### src/rtl/deci_pkg.sv
// ----------------------------------------------------------------------------
// deci_pkg: shared types for the display escape command interpreter
// Parse modes, action codes, command match codes and the structs that
// travel between the parser and the result emitter.
// ----------------------------------------------------------------------------
`default_nettype none

package deci_pkg;

  // number of configuration registers and width of their index
  localparam int NUM_REGS  = 8;
  localparam int REG_IDX_W = $clog2(NUM_REGS);

  // register indexes
  localparam logic [REG_IDX_W-1:0] REG_ESCAPE      = 3'd0;
  localparam logic [REG_IDX_W-1:0] REG_SLEEP       = 3'd1;
  localparam logic [REG_IDX_W-1:0] REG_SELECT      = 3'd2;
  localparam logic [REG_IDX_W-1:0] REG_COMMANDS    = 3'd3;
  localparam logic [REG_IDX_W-1:0] REG_RESET_PULSE = 3'd4;
  localparam logic [REG_IDX_W-1:0] REG_DATA_BLOCK  = 3'd5;
  localparam logic [REG_IDX_W-1:0] REG_PIN         = 3'd6;
  localparam logic [REG_IDX_W-1:0] REG_END         = 3'd7;

  // register reset values
  localparam logic [7:0] RST_ESCAPE      = 8'd27;
  localparam logic [7:0] RST_SLEEP       = 8'd1;
  localparam logic [7:0] RST_SELECT      = 8'd2;
  localparam logic [7:0] RST_COMMANDS    = 8'd3;
  localparam logic [7:0] RST_RESET_PULSE = 8'd4;
  localparam logic [7:0] RST_DATA_BLOCK  = 8'd5;
  localparam logic [7:0] RST_PIN         = 8'd6;
  localparam logic [7:0] RST_END         = 8'd7;

  // reset pulse sequence: reset 1, delay, reset 0, delay, reset 1
  localparam int PULSE_IDX_W = 3;
  localparam logic [PULSE_IDX_W-1:0] PULSE_LOW_IDX  = 3'd2;
  localparam logic [PULSE_IDX_W-1:0] PULSE_LAST_IDX = 3'd4;

  // output tdata layout
  localparam int OUT_TDATA_W = 24;

  typedef enum logic [3:0] {
    MODE_SCAN      = 4'd0,
    MODE_CODE      = 4'd1,
    MODE_SLEEP     = 4'd2,
    MODE_SELECT    = 4'd3,
    MODE_RESET     = 4'd4,
    MODE_LENGTH    = 4'd5,
    MODE_BLOCK     = 4'd6,
    MODE_PIN_NUM   = 4'd7,
    MODE_PIN_LEVEL = 4'd8
  } mode_t;

  typedef enum logic [2:0] {
    ACT_DATA   = 3'd0,
    ACT_SELECT = 3'd1,
    ACT_DC     = 3'd2,
    ACT_RESET  = 3'd3,
    ACT_PIN    = 3'd4,
    ACT_DELAY  = 3'd5,
    ACT_END    = 3'd6,
    ACT_ERROR  = 3'd7
  } act_t;

  // which command a code byte matches, in priority order
  typedef enum logic [3:0] {
    CMD_SLEEP,
    CMD_SELECT,
    CMD_COMMANDS,
    CMD_RESET_PULSE,
    CMD_DATA_BLOCK,
    CMD_PIN,
    CMD_END,
    CMD_ESCAPE,
    CMD_UNKNOWN
  } cmd_t;

  typedef struct packed {
    logic [7:0] escape_code;
    logic [7:0] sleep_code;
    logic [7:0] select_code;
    logic [7:0] commands_code;
    logic [7:0] reset_pulse_code;
    logic [7:0] data_block_code;
    logic [7:0] pin_code;
    logic [7:0] end_code;
  } cfg_t;

  // results caused by one input byte
  typedef struct packed {
    logic       has;     // at least one result
    logic       pulse;   // five-result reset pulse sequence
    act_t       action;
    logic [7:0] value;   // for a pulse: the delay in ms
    logic [7:0] pin;
  } grp_t;

endpackage

`default_nettype wire

### src/rtl/deci_parser.sv
// ----------------------------------------------------------------------------
// deci_parser: command stream parser
// Decodes one stream byte per cycle while in_ready is high, against the
// parse state, and registers the group of results it causes for the emitter.
// ----------------------------------------------------------------------------
`default_nettype none

module deci_parser (
  input  wire                  clk,
  input  wire                  rst,
  input  wire                  in_valid,
  output logic                 in_ready,
  input  wire  [7:0]           in_byte,
  input  deci_pkg::cfg_t       cfg,
  input  wire                  emit_free,  // emitter can load a group now
  output logic                 grp_valid,
  output deci_pkg::grp_t       grp
);

  deci_pkg::mode_t parse_mode, parse_mode_next;
  logic [7:0]      bytes_left, bytes_left_next;
  logic [7:0]      held_pin, held_pin_next;
  logic [7:0]      left_dec;
  deci_pkg::cmd_t  cmd;
  deci_pkg::grp_t  grp_next;
  logic            accept;
  logic            grp_move;

  // group register drains when empty-handed or when the emitter takes it
  assign grp_move = grp_valid && (!grp.has || emit_free);
  assign in_ready = !grp_valid || grp_move;
  assign accept   = in_valid && in_ready;

  // command code match, first hit wins
  always_comb begin
    if (in_byte == cfg.sleep_code) begin
      cmd = deci_pkg::CMD_SLEEP;
    end else if (in_byte == cfg.select_code) begin
      cmd = deci_pkg::CMD_SELECT;
    end else if (in_byte == cfg.commands_code) begin
      cmd = deci_pkg::CMD_COMMANDS;
    end else if (in_byte == cfg.reset_pulse_code) begin
      cmd = deci_pkg::CMD_RESET_PULSE;
    end else if (in_byte == cfg.data_block_code) begin
      cmd = deci_pkg::CMD_DATA_BLOCK;
    end else if (in_byte == cfg.pin_code) begin
      cmd = deci_pkg::CMD_PIN;
    end else if (in_byte == cfg.end_code) begin
      cmd = deci_pkg::CMD_END;
    end else if (in_byte == cfg.escape_code) begin
      cmd = deci_pkg::CMD_ESCAPE;
    end else begin
      cmd = deci_pkg::CMD_UNKNOWN;
    end
  end

  assign left_dec = (bytes_left != 8'd0) ? bytes_left - 8'd1 : bytes_left;

  // next parse state
  always_comb begin
    parse_mode_next = deci_pkg::MODE_SCAN;
    bytes_left_next = bytes_left;
    held_pin_next   = held_pin;
    case (parse_mode)
      deci_pkg::MODE_SCAN: begin
        if (in_byte == cfg.escape_code) begin
          parse_mode_next = deci_pkg::MODE_CODE;
        end
      end
      deci_pkg::MODE_CODE: begin
        case (cmd)
          deci_pkg::CMD_SLEEP:       parse_mode_next = deci_pkg::MODE_SLEEP;
          deci_pkg::CMD_SELECT:      parse_mode_next = deci_pkg::MODE_SELECT;
          deci_pkg::CMD_RESET_PULSE: parse_mode_next = deci_pkg::MODE_RESET;
          deci_pkg::CMD_DATA_BLOCK:  parse_mode_next = deci_pkg::MODE_LENGTH;
          deci_pkg::CMD_PIN:         parse_mode_next = deci_pkg::MODE_PIN_NUM;
          default:                   parse_mode_next = deci_pkg::MODE_SCAN;
        endcase
      end
      deci_pkg::MODE_LENGTH: begin
        bytes_left_next = in_byte;
        if (in_byte != 8'd0) begin
          parse_mode_next = deci_pkg::MODE_BLOCK;
        end
      end
      deci_pkg::MODE_BLOCK: begin
        bytes_left_next = left_dec;
        if (left_dec != 8'd0) begin
          parse_mode_next = deci_pkg::MODE_BLOCK;
        end
      end
      deci_pkg::MODE_PIN_NUM: begin
        held_pin_next   = in_byte;
        parse_mode_next = deci_pkg::MODE_PIN_LEVEL;
      end
      default: parse_mode_next = deci_pkg::MODE_SCAN;
    endcase
  end

  // results for this byte
  always_comb begin
    grp_next.has    = 1'b0;
    grp_next.pulse  = 1'b0;
    grp_next.action = deci_pkg::ACT_DATA;
    grp_next.value  = in_byte;
    grp_next.pin    = 8'd0;
    case (parse_mode)
      deci_pkg::MODE_SCAN: begin
        grp_next.has = (in_byte != cfg.escape_code);
      end
      deci_pkg::MODE_CODE: begin
        case (cmd)
          deci_pkg::CMD_COMMANDS: begin
            grp_next.has    = 1'b1;
            grp_next.action = deci_pkg::ACT_DC;
            grp_next.value  = 8'd0;
          end
          deci_pkg::CMD_END: begin
            grp_next.has    = 1'b1;
            grp_next.action = deci_pkg::ACT_END;
            grp_next.value  = 8'd0;
          end
          deci_pkg::CMD_ESCAPE: begin
            grp_next.has    = 1'b1;
            grp_next.action = deci_pkg::ACT_DATA;
          end
          deci_pkg::CMD_UNKNOWN: begin
            grp_next.has    = 1'b1;
            grp_next.action = deci_pkg::ACT_ERROR;
          end
          default: grp_next.has = 1'b0;
        endcase
      end
      deci_pkg::MODE_SLEEP: begin
        grp_next.has    = 1'b1;
        grp_next.action = deci_pkg::ACT_DELAY;
      end
      deci_pkg::MODE_SELECT: begin
        grp_next.has    = 1'b1;
        grp_next.action = deci_pkg::ACT_SELECT;
        grp_next.value  = {7'd0, in_byte == 8'd0};
      end
      deci_pkg::MODE_RESET: begin
        grp_next.has    = 1'b1;
        grp_next.pulse  = 1'b1;
        grp_next.action = deci_pkg::ACT_RESET;
      end
      deci_pkg::MODE_LENGTH: begin
        grp_next.has    = 1'b1;
        grp_next.action = deci_pkg::ACT_DC;
        grp_next.value  = 8'd1;
      end
      deci_pkg::MODE_BLOCK: begin
        grp_next.has    = 1'b1;
      end
      deci_pkg::MODE_PIN_LEVEL: begin
        grp_next.has    = 1'b1;
        grp_next.action = deci_pkg::ACT_PIN;
        grp_next.value  = {7'd0, in_byte != 8'd0};
        grp_next.pin    = held_pin;
      end
      default: grp_next.has = 1'b0;
    endcase
  end

  // parse state registers
  always_ff @(posedge clk) begin
    if (rst) begin
      parse_mode <= deci_pkg::MODE_SCAN;
      bytes_left <= 8'd0;
      held_pin   <= 8'd0;
    end else if (accept) begin
      parse_mode <= parse_mode_next;
      bytes_left <= bytes_left_next;
      held_pin   <= held_pin_next;
    end
  end

  // result group register
  always_ff @(posedge clk) begin
    if (rst) begin
      grp_valid <= 1'b0;
    end else if (accept) begin
      grp_valid <= 1'b1;
    end else if (grp_move) begin
      grp_valid <= 1'b0;
    end
  end

  always_ff @(posedge clk) begin
    if (accept) begin
      grp <= grp_next;
    end
  end

endmodule

`default_nettype wire

### src/rtl/deci_emitter.sv
// ----------------------------------------------------------------------------
// deci_emitter: result output register
// Holds one result group and sends its results one per transaction; a
// reset pulse group steps through its five results with a small counter.
// ----------------------------------------------------------------------------
`default_nettype none

module deci_emitter (
  input  wire                         clk,
  input  wire                         rst,
  input  wire                         load,      // take grp this cycle
  input  deci_pkg::grp_t              grp,
  output logic                        free,      // a load is taken now
  output logic                        out_valid,
  input  wire                         out_ready,
  output deci_pkg::act_t              out_action,
  output logic [7:0]                  out_value,
  output logic [7:0]                  out_pin,
  output logic                        out_last
);

  deci_pkg::grp_t                        cur;
  logic [deci_pkg::PULSE_IDX_W-1:0]      idx;
  logic                                  xfer;

  assign xfer = out_valid && out_ready;
  assign free = !out_valid || (xfer && out_last);

  // result fields for the current position in the group
  always_comb begin
    out_action = cur.action;
    out_value  = cur.value;
    out_pin    = cur.pin;
    out_last   = 1'b1;
    if (cur.pulse) begin
      out_last = (idx == deci_pkg::PULSE_LAST_IDX);
      if (idx[0]) begin
        out_action = deci_pkg::ACT_DELAY;
      end else begin
        out_action = deci_pkg::ACT_RESET;
        out_value  = {7'd0, idx != deci_pkg::PULSE_LOW_IDX};
      end
    end
  end

  // valid flag and position counter
  always_ff @(posedge clk) begin
    if (rst) begin
      out_valid <= 1'b0;
      idx       <= '0;
    end else if (load) begin
      out_valid <= 1'b1;
      idx       <= '0;
    end else if (xfer) begin
      if (out_last) begin
        out_valid <= 1'b0;
        idx       <= '0;
      end else begin
        idx <= idx + 1'b1;
      end
    end
  end

  always_ff @(posedge clk) begin
    if (load) begin
      cur <= grp;
    end
  end

`ifndef SYNTHESIS
  // counter stays within the pulse sequence
  a_idx_range: assert property (@(posedge clk) disable iff (rst)
    out_valid |-> (idx <= deci_pkg::PULSE_LAST_IDX))
    else $error("pulse index out of range");

  // single-result groups never advance the counter
  a_idx_single: assert property (@(posedge clk) disable iff (rst)
    (out_valid && !cur.pulse) |-> (idx == '0))
    else $error("counter moved on single result");

  // a non-final transaction steps to the next result of the group
  a_idx_step: assert property (@(posedge clk) disable iff (rst)
    (xfer && !out_last && !load) |=> (out_valid && idx == $past(idx) + 1'b1))
    else $error("pulse sequence did not advance");

  // the final transaction empties the register unless a group is loaded
  a_drain: assert property (@(posedge clk) disable iff (rst)
    (xfer && out_last && !load) |=> !out_valid)
    else $error("result repeated after last");
`endif

endmodule

`default_nettype wire

### src/rtl/display_escape_command_interpreter.sv
// ----------------------------------------------------------------------------
// display_escape_command_interpreter: escape-coded display command decoder
// Configuration registers, the parser stage and the result emitter.
// ----------------------------------------------------------------------------
// Takes one stream byte per cycle while s_tready is high and turns it into
// display actions. A byte is decoded in the cycle it is accepted; its results
// are registered in the parser stage and then in the output register. Every
// byte gives at most one result and, while the output is ready, streams at
// one byte per cycle, except the argument of a reset pulse command: its five
// results leave the output register one per transaction, so the input stalls
// behind them. While a result waits in the output register the parser
// stage still takes bytes, until the next byte that causes a result is held
// there. The user must write command codes through the configuration port
// only while the stream is idle; the block itself does not enforce this.
`default_nettype none

module display_escape_command_interpreter (
  input  wire        clk,
  input  wire        rst,
  // stream input
  input  wire        s_tvalid,
  output logic       s_tready,
  input  wire  [7:0] s_tdata,   // [7:0] stream_byte
  // result output
  output logic       m_tvalid,
  input  wire        m_tready,
  output logic [deci_pkg::OUT_TDATA_W-1:0] m_tdata, // [2:0] action, [10:3] value,
                                                   // [18:11] pin_number, rest 0
  output logic       m_tlast,
  // configuration
  input  wire        cfg_we,
  input  wire  [deci_pkg::REG_IDX_W-1:0] cfg_index,
  input  wire  [7:0] cfg_data
);

  deci_pkg::cfg_t cfg;
  deci_pkg::grp_t grp;
  deci_pkg::act_t out_action;
  logic           grp_valid;
  logic           emit_free;
  logic [7:0]     out_value;
  logic [7:0]     out_pin;

  // command code registers
  always_ff @(posedge clk) begin
    if (rst) begin
      cfg.escape_code      <= deci_pkg::RST_ESCAPE;
      cfg.sleep_code       <= deci_pkg::RST_SLEEP;
      cfg.select_code      <= deci_pkg::RST_SELECT;
      cfg.commands_code    <= deci_pkg::RST_COMMANDS;
      cfg.reset_pulse_code <= deci_pkg::RST_RESET_PULSE;
      cfg.data_block_code  <= deci_pkg::RST_DATA_BLOCK;
      cfg.pin_code         <= deci_pkg::RST_PIN;
      cfg.end_code         <= deci_pkg::RST_END;
    end else if (cfg_we) begin
      case (cfg_index)
        deci_pkg::REG_ESCAPE:      cfg.escape_code      <= cfg_data;
        deci_pkg::REG_SLEEP:       cfg.sleep_code       <= cfg_data;
        deci_pkg::REG_SELECT:      cfg.select_code      <= cfg_data;
        deci_pkg::REG_COMMANDS:    cfg.commands_code    <= cfg_data;
        deci_pkg::REG_RESET_PULSE: cfg.reset_pulse_code <= cfg_data;
        deci_pkg::REG_DATA_BLOCK:  cfg.data_block_code  <= cfg_data;
        deci_pkg::REG_PIN:         cfg.pin_code         <= cfg_data;
        deci_pkg::REG_END:         cfg.end_code         <= cfg_data;
        default: ;
      endcase
    end
  end

  deci_parser u_parser (
    .clk       (clk),
    .rst       (rst),
    .in_valid  (s_tvalid),
    .in_ready  (s_tready),
    .in_byte   (s_tdata),
    .cfg       (cfg),
    .emit_free (emit_free),
    .grp_valid (grp_valid),
    .grp       (grp)
  );

  deci_emitter u_emitter (
    .clk        (clk),
    .rst        (rst),
    .load       (grp_valid && grp.has && emit_free),
    .grp        (grp),
    .free       (emit_free),
    .out_valid  (m_tvalid),
    .out_ready  (m_tready),
    .out_action (out_action),
    .out_value  (out_value),
    .out_pin    (out_pin),
    .out_last   (m_tlast)
  );

  // pack result fields, lowest first
  assign m_tdata = {5'd0, out_pin, out_value, out_action};

endmodule

`default_nettype wire
### config.mk
export PLATFORM = sky130hd
export DESIGN_NAME = display_escape_command_interpreter
export DESIGN_NICKNAME = d
export VERILOG_FILES = /design/src/rtl/deci_pkg.sv /design/src/rtl/deci_parser.sv /design/src/rtl/deci_emitter.sv /design/src/rtl/display_escape_command_interpreter.sv
export SDC_FILE = /design/constraint.sdc
export NUM_CORES = 1
export LEC_CHECK = 0
export ABC_AREA = 1
export BUFFER_PORTS_ARGS = -buffer_cell sky130_fd_sc_hd__buf_2
export CORE_ASPECT_RATIO = 0.6
export CORE_MARGIN = 3
export CORE_UTILIZATION = 30
export DETAILED_ROUTE_END_ITERATION = 16
export GPL_ROUTABILITY_DRIVEN = 0
export SYNTH_ARGS = -nofsm -noshare
export SYNTH_HDL_FRONTEND = slang
export SYNTH_SLANG_ARGS = --single-unit
### constraint.sdc
create_clock -name clk -period 5.9 [get_ports clk]
set_input_delay 1.77 -clock clk [delete_from_list [all_inputs] [get_ports clk]]
set_output_delay 1.77 -clock clk [all_outputs]
set_load 0.05 [all_outputs]
Word-level counts from Yosys, hierarchy flattened
Cells that the tools add are included.
Widths: inputs -> output; s select.
- $add $sub $neg: 2
- shift operators: 0
- multiplexer cells: 33
- multiply operators: 0
- equality and inequality tests: 34
- bitwise logic cells: 0
- order comparisons: 0
- reductions and logical operators: 38
- divide/modulo/power cells: 0
- operators with widths (cell ; count):
    $eq 8x8->1 ; 8
    $eq 4x3->1 const B ; 8
    $mux 4 ; 8
    $mux 8 ; 4
    $pmux 8 s4 ; 1
    $reduce_bool 8->1 ; 3
    $reduce_and 2->1 ; 11
    $pmux 4 s5 ; 1
    $pmux 3 s6 ; 1
    $eq 4x2->1 const B ; 4
    $pmux 8 s2 ; 1
    $eq 3x3->1 const B ; 5
    $mux 3 ; 5
    $pmux 3 s5 ; 1
    $mux 1 ; 9
    $pmux 3 s3 ; 1
    $eq 4x1->1 const B ; 2
    $eq 4x4->1 const B ; 2
    $logic_not 4->1 ; 2
    $logic_not 8->1 ; 1
    $ne 8x8->1 ; 1
    $reduce_bool 2->1 ; 4
    $sub 8x1->8 const B ; 1
    $eq 3x2->1 const B ; 2
    11 further kinds ; 21
- register bits: 130
- ROM bits: 0
- bits in writable memories: 0
- memories kept: 0
- latch bits: 0
- logic and storage cells: 130
- bits of input ports: 24

Longest topological paths before layout
Gate-level depths: netlist of the first run.
- depth after elaboration: 13
- mapped depth: 20

Modules after synthesis
Synthesis of the first run repeated with hierarchy kept, for this count alone.
- cell total of the unflattened synthesis: 908
- area total of the unflattened synthesis: 6806.5 µm²
- modules (own cells, without submodules) (module ; cells each ; instances ; area an instance (µm²) ; sequential area each (µm²)):
    deci_parser ; 461 ; 1 ; 3189.3 ; 1051.0
    display_escape_command_interpreter ; 365 ; 1 ; 2618.8 ; 1281.2
    deci_emitter ; 82 ; 1 ; 998.5 ; 680.7

Worst setup path before layout of the first run
Ideal clock, no wire load.
- kind: input -> output
- start: input port m_tready
- end: output port s_tready
- setup slack: 1543 ps
- arrival time: 2587 ps
- cell stages on the path: 6
- data required time: 4130 ps
- cell sequence: nand2_1 > inv_2 > nand2_1 > nand2_1 > inv_1 > nand3_1
- cells in the longest elaborated chain, start to end: 6
- RTL lines (element ; line ; source):
    start, declared ; display_escape_command_interpreter.sv:26 ; input wire m_tready,
    $logic_and 1x1->1 ; deci_emitter.sv:26 ; assign xfer = out_valid && out_ready;
    $logic_and 1x1->1 ; deci_emitter.sv:27 ; assign free = !out_valid || (xfer && out_last);
    $logic_or 1x1->1 ; deci_emitter.sv:27 ;
    $logic_or 1x1->1 ; deci_parser.sv:30 ; assign grp_move = grp_valid && (!grp.has || emit_free);
    $logic_and 1x1->1 ; deci_parser.sv:30 ;
    $logic_or 1x1->1 ; deci_parser.sv:31 ; assign in_ready = !grp_valid || grp_move;
    end, declared ; display_escape_command_interpreter.sv:22 ; output logic s_tready,
Every way passes these cells.

Worst setup path in the final report of the first run
Same ends and word-level chain as after synthesis.

==> reports/metrics.csv, run 1 <==
stage;metric;value;unit
global_route;largest net degree at the start of global routing;75;
global_route;antenna violations before repair;0;
outcome;status;completed;
power_and_ir_drop;worst ir drop on vdd;0.1977;mV
timing;Max Fclk;226.5;MHz
worst_setup_path;worst path arrival time;2650;ps
clock_network;clock sinks;130;
clock_network;CTS tree;yes;
place;post-DP HPWL;11330;um
drt;Post-Route WL;16730;um
clock_network;Clock Latency Late Sink;420;ps
logic_synthesis;Synth Register Bits;130;
logic_synthesis;syn_area_per_cell;7.744;um^2
drt;DRC Markers;0;
timing;# setup viols final;0;
clock_network;Root Buffer;clkbuf_16;
timing;Slew @ Worst Pin;1103;ps
logic_synthesis;Mapped Area;6427;um^2
power_and_ir_drop;Logic pwr share;0.093;
worst_hold_path;worst hold path class;flop to flop;
drt;Detail Route met2 WL;6118;um
finish;fin util;0.3553;
clock_network;CTS Hold Bufs;0;
place;Port Buf Inserts;45;
drt;Vias;5278;
worst_setup_path;worst path cell trace;buf_2, nand2_1, inv_2, nand2_1, nand2_1, inv_1, nand3_1, buf_2;
floorplan;Initial Util;0.3132;
drt;WL met1;9184;um
finish;synth-to-layout area growth;13.43;%
power_and_ir_drop;PD cells;289.3;nW/um^2
logic_synthesis;dominant synthesized flop cell;dfxtp_1;
worst_setup_path;CP bufs+invs;4;
logic_synthesis;synthesized netlist cell count;830;
power_and_ir_drop;Int Pwr;1.539;mW
clock_network;setup bufs post-CTS;0;
power_and_ir_drop;Clk pwr share;0.448;
worst_setup_path;Setup crit end kind;primary output;
drt;DRT iter0 DRCs;415;
finish;n_diodes;0;
worst_setup_path;worst-path maximum fanout;5;
timing;RSZ-0062 raised after global routing;false;
flow_run;number of max-cap violations;0;
floorplan;core area;20520;um^2
timing;Final min period;4416;ps
floorplan;die height;119.4;um
timing;Layout Skew;7.071;ps
floorplan;# rows;40;
drt;top routing layer in use;met4;
logic_synthesis;share of the synthesized area in the top cell type;0.2772;
timing;Slew Limit Fails;0;
worst_setup_path;critical path's slowest cell;buf_2;
clock_network;htree depth;4;
finish;highest-count cells in the layout ignoring fill and taps;nand2_1, nor2_1, dfxtp_1;
worst_setup_path;CP top delay family;buffers and inverters;
timing;Rel. slew slack;0.2642;
global_route;global-route wire length before repair;26790;um
global_route;gr usage total;0.1463;
clock_network;Longest Clk Path Bufs;2;
power_and_ir_drop;P_leak;3.103;nW
power_and_ir_drop;Flop pwr share;0.459;
floorplan;I/O pins;51;
worst_setup_path;CP Data Required Time;4130;ps
finish;layout cells sized above 1;0.1322;
clock_network;cts repair resizes;0;
worst_setup_path;CP startpoint kind;input pin;
logic_synthesis;leading area contributor after synthesis;dfxtp_1;
floorplan;Die ar.;23270;um^2
global_route;grt ovf;0;
logic_synthesis;top post-synthesis cells by area;dfxtp_1, edfxtp_1, nand2_1;
finish;NumNets Final;886;
logic_synthesis;Post-synth EDFFs;41;
logic_synthesis;synth unique cells;44;
logic_synthesis;Async SR Flop Fraction;0;
timing;Fin. Hold Viols;0;
clock_network;clk slew on worst S/H paths;50;ps
timing;Period Utilization, post-route;0.7484;
power_and_ir_drop;Net Sw Frac;0.2703;
logic_synthesis;Ys Warns;0;
global_route;vias in the first global route;4804;
drt;Vias/cell;4.618;
worst_setup_path;critical path's largest stage delay;230;ps
drt;DRT Pass-1 Iters;5;
drt;met3 WL;1272;um
worst_setup_path;cell mode on critical path;nand2_1;
clock_network;CTS Buf Count;17;
timing;TNS Setup;0;ps
worst_setup_path;crit path kind;input pin to primary output;
floorplan;Die X;195.0;um
drt;Antenna Nets Post-Route;0;
logic_synthesis;register area share after synthesis;0.4688;
power_and_ir_drop;net switching power;570.2;uW
drt;drt wl/cell;14.64;um
finish;commonest non-fill, non-tap cell in the layout;nand2_1;
==> path summary, 6_finish.rpt <==
path | startpoint | to | slack [ps] | depth (start not counted)
setup / recovery | m_tready | s_tready | 1480 | 8
hold reg to reg | u_parser.grp[19]$_DFFE_PP_ | u_emitter.cur[19]$_DFFE_PP_ | 420 | 0
setup reg to reg | u_emitter.idx[0]$_SDFFE_PP0P_ | u_parser.held_pin[0]$_SDFFE_PP0P_ | 3180 | 13
hold / removal | u_parser.grp[19]$_DFFE_PP_ | u_emitter.cur[19]$_DFFE_PP_ | 420 | 0
==> Yosys cell counts (8+ instances only) <==
cell and number:
nand2_1 167, o211ai_1 8, nand3_1 26, a21oi_1 40
edfxtp_1 41, xnor2_1 9, buf_4 19, nand4_1 8
or2_1 9, inv_1 80, nor2_1 148, clkbuf_1 12
o21ai_0 68, xor2_1 21, dfxtp_1 89
==> power groups by stage <==
stage / Clock [mW] / Sequential [mW] / Combinational (mW)
global route: 1.01 / 0.972 / 0.216
floorplan: 0 / 0.986 / 0.147
finish: 0.945 / 0.968 / 0.196
detailed placement: 0 / 0.987 / 0.194
CTS: 0.960 / 0.968 / 0.195
global placement: 0 / 0.987 / 0.192
==> through the flow <==
stage | hold WS (ps) | cells | worst slack (ps) | cell area (um^2) | total power, mW
after floorplan | 400.3 | 834 | 1543 | 6442 | 1.133
after global placement | 402.1 | 1111 | 1507 | 6766 | 1.179
after detailed placement | 404.5 | 1111 | 1493 | 6766 | 1.181
after CTS | 418.5 | 1143 | 1491 | 7291 | 2.123
after global routing | 423.5 | 1143 | 1366 | 7291 | 2.193
final | 417.3 | 1143 | 1484 | 7291 | 2.109
==> sequential cells by signal (all words and copies together) (netlist names) <==
name and flops:
u_emitter.idx 3, u_parser.bytes_left 8, u_emitter.out_valid 1, cfg 64, u_parser.parse_mode 4, u_parser.grp_valid 1, u_parser.held_pin 8, u_emitter.out_pin 8
u_parser.grp 21, u_emitter.cur 12
==> kinds of logic after synthesis <==
| family | Yosys count | synth area share |
|---|---|---|
| AOI/OAI and AO/OA | 141 | 0.1236 |
| xor gates and xnor gates | 30 | 0.04088 |
| adders and majority gates | 5 | 0.009733 |
| buffers and inverters | 131 | 0.09305 |
| DFF | 130 | 0.4688 |
| other | 1 | 0.0005834 |
| and+or+nand+nor | 392 | 0.2634 |
==> final cells by class <==
class,count,area (um^2)
Fill cell,2126,13230
Sequential cell,130,3013
Multi-Input combinational cell,573,2834
Clock buffer,19,432.9
Tap cell,273,341.6
Inverter,88,337.8
Timing Repair Buffer,47,240.2
Clock inverter,13,91.34
==> routing by layer <==
metal	global-route usage	vias to the layer above
li1	-	2714
met1	0.2367	2382
met2	0.1841	165
met3	0.04467	17
met4	0.02982	0
met5	0	-
Note: power is estimated with default switching activity, not from simulation.
==> run 2, diff against run 1 <==
clock period = 4.02 ns   (was 5.9 ns; I/O delays follow)
==> run 2 against run 1 <==
  * Combinational power rose by 46%
  * Global-route usage grew 0.22 points
  * Clock-buffer cell count is 1 lower
  * Register-to-register slack worse by 1900 ps
  * Routed wire length is 0.82% lower
  * Critical endpoint unchanged
==> reports/metrics.csv, run 2 (synthesis results as in run 1) <==
stage;metric;value;unit;change
outcome;status;completed;;
timing;Layout Skew;10.73;ps;+3.662 ps
timing;Slew Limit Fails;0;;unchanged
floorplan;Die ar.;23270;um^2;unchanged
finish;Finished Layout Cells;1145;;+0.17%
timing;Max Fclk;303.3;MHz;
finish;NumNets Final;888;;+0.23%
finish;commonest non-fill, non-tap cell in the layout;nand2_1;;
flow_run;number of max-cap violations;0;;unchanged
global_route;antenna violations before repair;0;;unchanged
global_route;GRT busiest layer;met1;;
worst_setup_path;reg2reg setup slack;1330;ps;-1850 ps
drt;DRC Markers;0;;unchanged
worst_hold_path;Hold Crit Depth;0;;unchanged
power_and_ir_drop;P_leak;3.142;nW;+1.3%
timing;Final min period;3297;ps;
floorplan;core area;20520;um^2;unchanged
worst_setup_path;worst-path maximum fanout;5;;unchanged
drt;DRT iter0 DRCs;399;;-3.9%
power_and_ir_drop;PD cells;441.7;nW/um^2;+53%
drt;Antenna Nets Post-Route;0;;unchanged
drt;Vias;5343;;+1.2%
finish;design area;7365;um^2;+1.0%
power_and_ir_drop;worst ir drop on vdd;0.2601;mV;+32%
worst_setup_path;r2r endpoint;u_parser.held_pin[5]$_SDFFE_PP0P_;;
global_route;largest net degree at the start of global routing;75;;unchanged
place;Post-DP Area;6782;um^2;+0.22%
timing;worst hold slack;421.9;ps;+4.582 ps
drt;Post-Route WL;16590;um;-0.82%
floorplan;Die X;195.0;um;unchanged
timing;RSZ-0062 raised after global routing;false;;
worst_setup_path;crit path kind;input pin to primary output;;
clock_network;CTS tree;yes;;
timing;Slew @ Worst Pin;711.4;ps;-391.2 ps
worst_setup_path;CP startpoint kind;input pin;;
finish;biggest regs;cfg x64, u_parser.grp x21, u_emitter.cur x12;;
place;post-DP HPWL;11540;um;+1.8%
clock_network;clock sinks;130;;unchanged
clock_network;Longest Clk Path Bufs;2;;unchanged
worst_hold_path;hold_sp;u_parser.grp[0]$_SDFFCE_PN0P_;;
global_route;vias in the first global route;4864;;+1.2%
place;dpl cells;1113;;+0.18%
timing;Fin. Hold Viols;0;;unchanged
finish;layout cells sized above 1;0.1353;;+0.003137
finish;Most flops, register;cfg;;
clock_network;CTS Hold Bufs;0;;unchanged
global_route;gr usage total;0.1485;;+0.002219
worst_setup_path;origin of the critical flop-to-flop path;u_emitter.idx[0]$_SDFFE_PP0P_;;
place;dpl ws;615.7;ps;-877.1 ps
worst_setup_path;Setup crit end kind;primary output;;
drt;drt wl/cell;14.49;um;-0.99%
floorplan;die height;119.4;um;unchanged
place;Port Buf Inserts;45;;unchanged
drt;DRT Pass-1 Iters;5;;unchanged
worst_setup_path;reg2reg path depth;13;;unchanged
worst_setup_path;worst path arrival time;2090;ps;-560 ps
timing;Rel. slew slack;0.5232;;+0.2590
timing;Period Utilization, post-route;0.8202;;
finish;synth-to-layout area growth;14.58;%;
finish;fin util;0.3589;;+0.003597
worst_setup_path;CP Data Required Time;2810;ps;-1320 ps
global_route;global-route wire length before repair;27020;um;+0.88%
finish;highest-count cells in the layout ignoring fill and taps;nand2_1, nor2_1, dfxtp_1;;
drt;Vias/cell;4.666;;+1.1%
worst_hold_path;worst hold path class;flop to flop;;
timing;TNS Setup;0;ps;unchanged
global_route;met1 Use GR;0.2308;;-0.005981
clock_network;clk slew on worst S/H paths;60;ps;about the same
worst_hold_path;Hold EP;u_emitter.out_pin[0]$_DFFE_PP_;;
finish;Largest register FFs;64;;unchanged
clock_network;Clock Latency Late Sink;430;ps;about the same
clock_network;Root Buffer;clkbuf_16;;
clock_network;setup bufs post-CTS;0;;unchanged
floorplan;Initial Util;0.3132;;unchanged
global_route;met3 usage;0.04411;;-0.0005655
power_and_ir_drop;Final Total Pwr;3.253;mW;+54%
global_route;grt ovf;0;;unchanged
global_route;grt met2 use;0.1952;;+0.01113
timing;final worst setup slack;722.7;ps;-761.6 ps
clock_network;cts repair resizes;0;;unchanged
finish;n_diodes;0;;unchanged
clock_network;htree depth;4;;unchanged
clock_network;CTS Buf Count;17;;unchanged
floorplan;I/O pins;51;;unchanged
floorplan;# rows;40;;unchanged
timing;# setup viols final;0;;unchanged
==> run 2: metal layers <==
layer,share of wire,wire length [um]
met1,0.52,8683
met2,0.38,6330
met3,0.085,1402
met4,0.011,176
met5,0,0
==> run 2: worst max-delay path, stage by stage <==
cell and delay, ps:
buf_2 90, nand2_1 140, inv_2 60, nand2_1 90, nand2_1 70, inv_1 90
nand3_1 110, buf_2 240
==> run 2: where the power goes <==
group          internal (mW)  switching [mW]
combinational         0.0745           0.212
clock                  0.889           0.657
sequential              1.40          0.0199
==> run 2: worst max-delay path by stage <==
stage               cells after the start                             endpoint  slack (ps)        from
global placement                       13           u_parser.grp[18]$_DFFE_PP_         710  s_tdata[1]
detailed placement                     12    u_parser.held_pin[4]$_SDFFE_PP0P_         620    m_tready
floorplan                              12  u_parser.bytes_left[7]$_SDFFE_PP0P_         680    m_tready
finish                                  8                             s_tready         720    m_tready
CTS                                     8                             s_tready         730    m_tready
global route                            8                             s_tready         610    m_tready
==> run 2: area by class of cell <==
type	instances	area, um^2
clock inverters	14	143.9
clock buffers	18	439.2
well taps	273	341.6
fillers	2172	13160
repair buffers	49	255.2
multi-input cells	573	2834
inverters	88	337.8
flip-flops and latches	130	3013
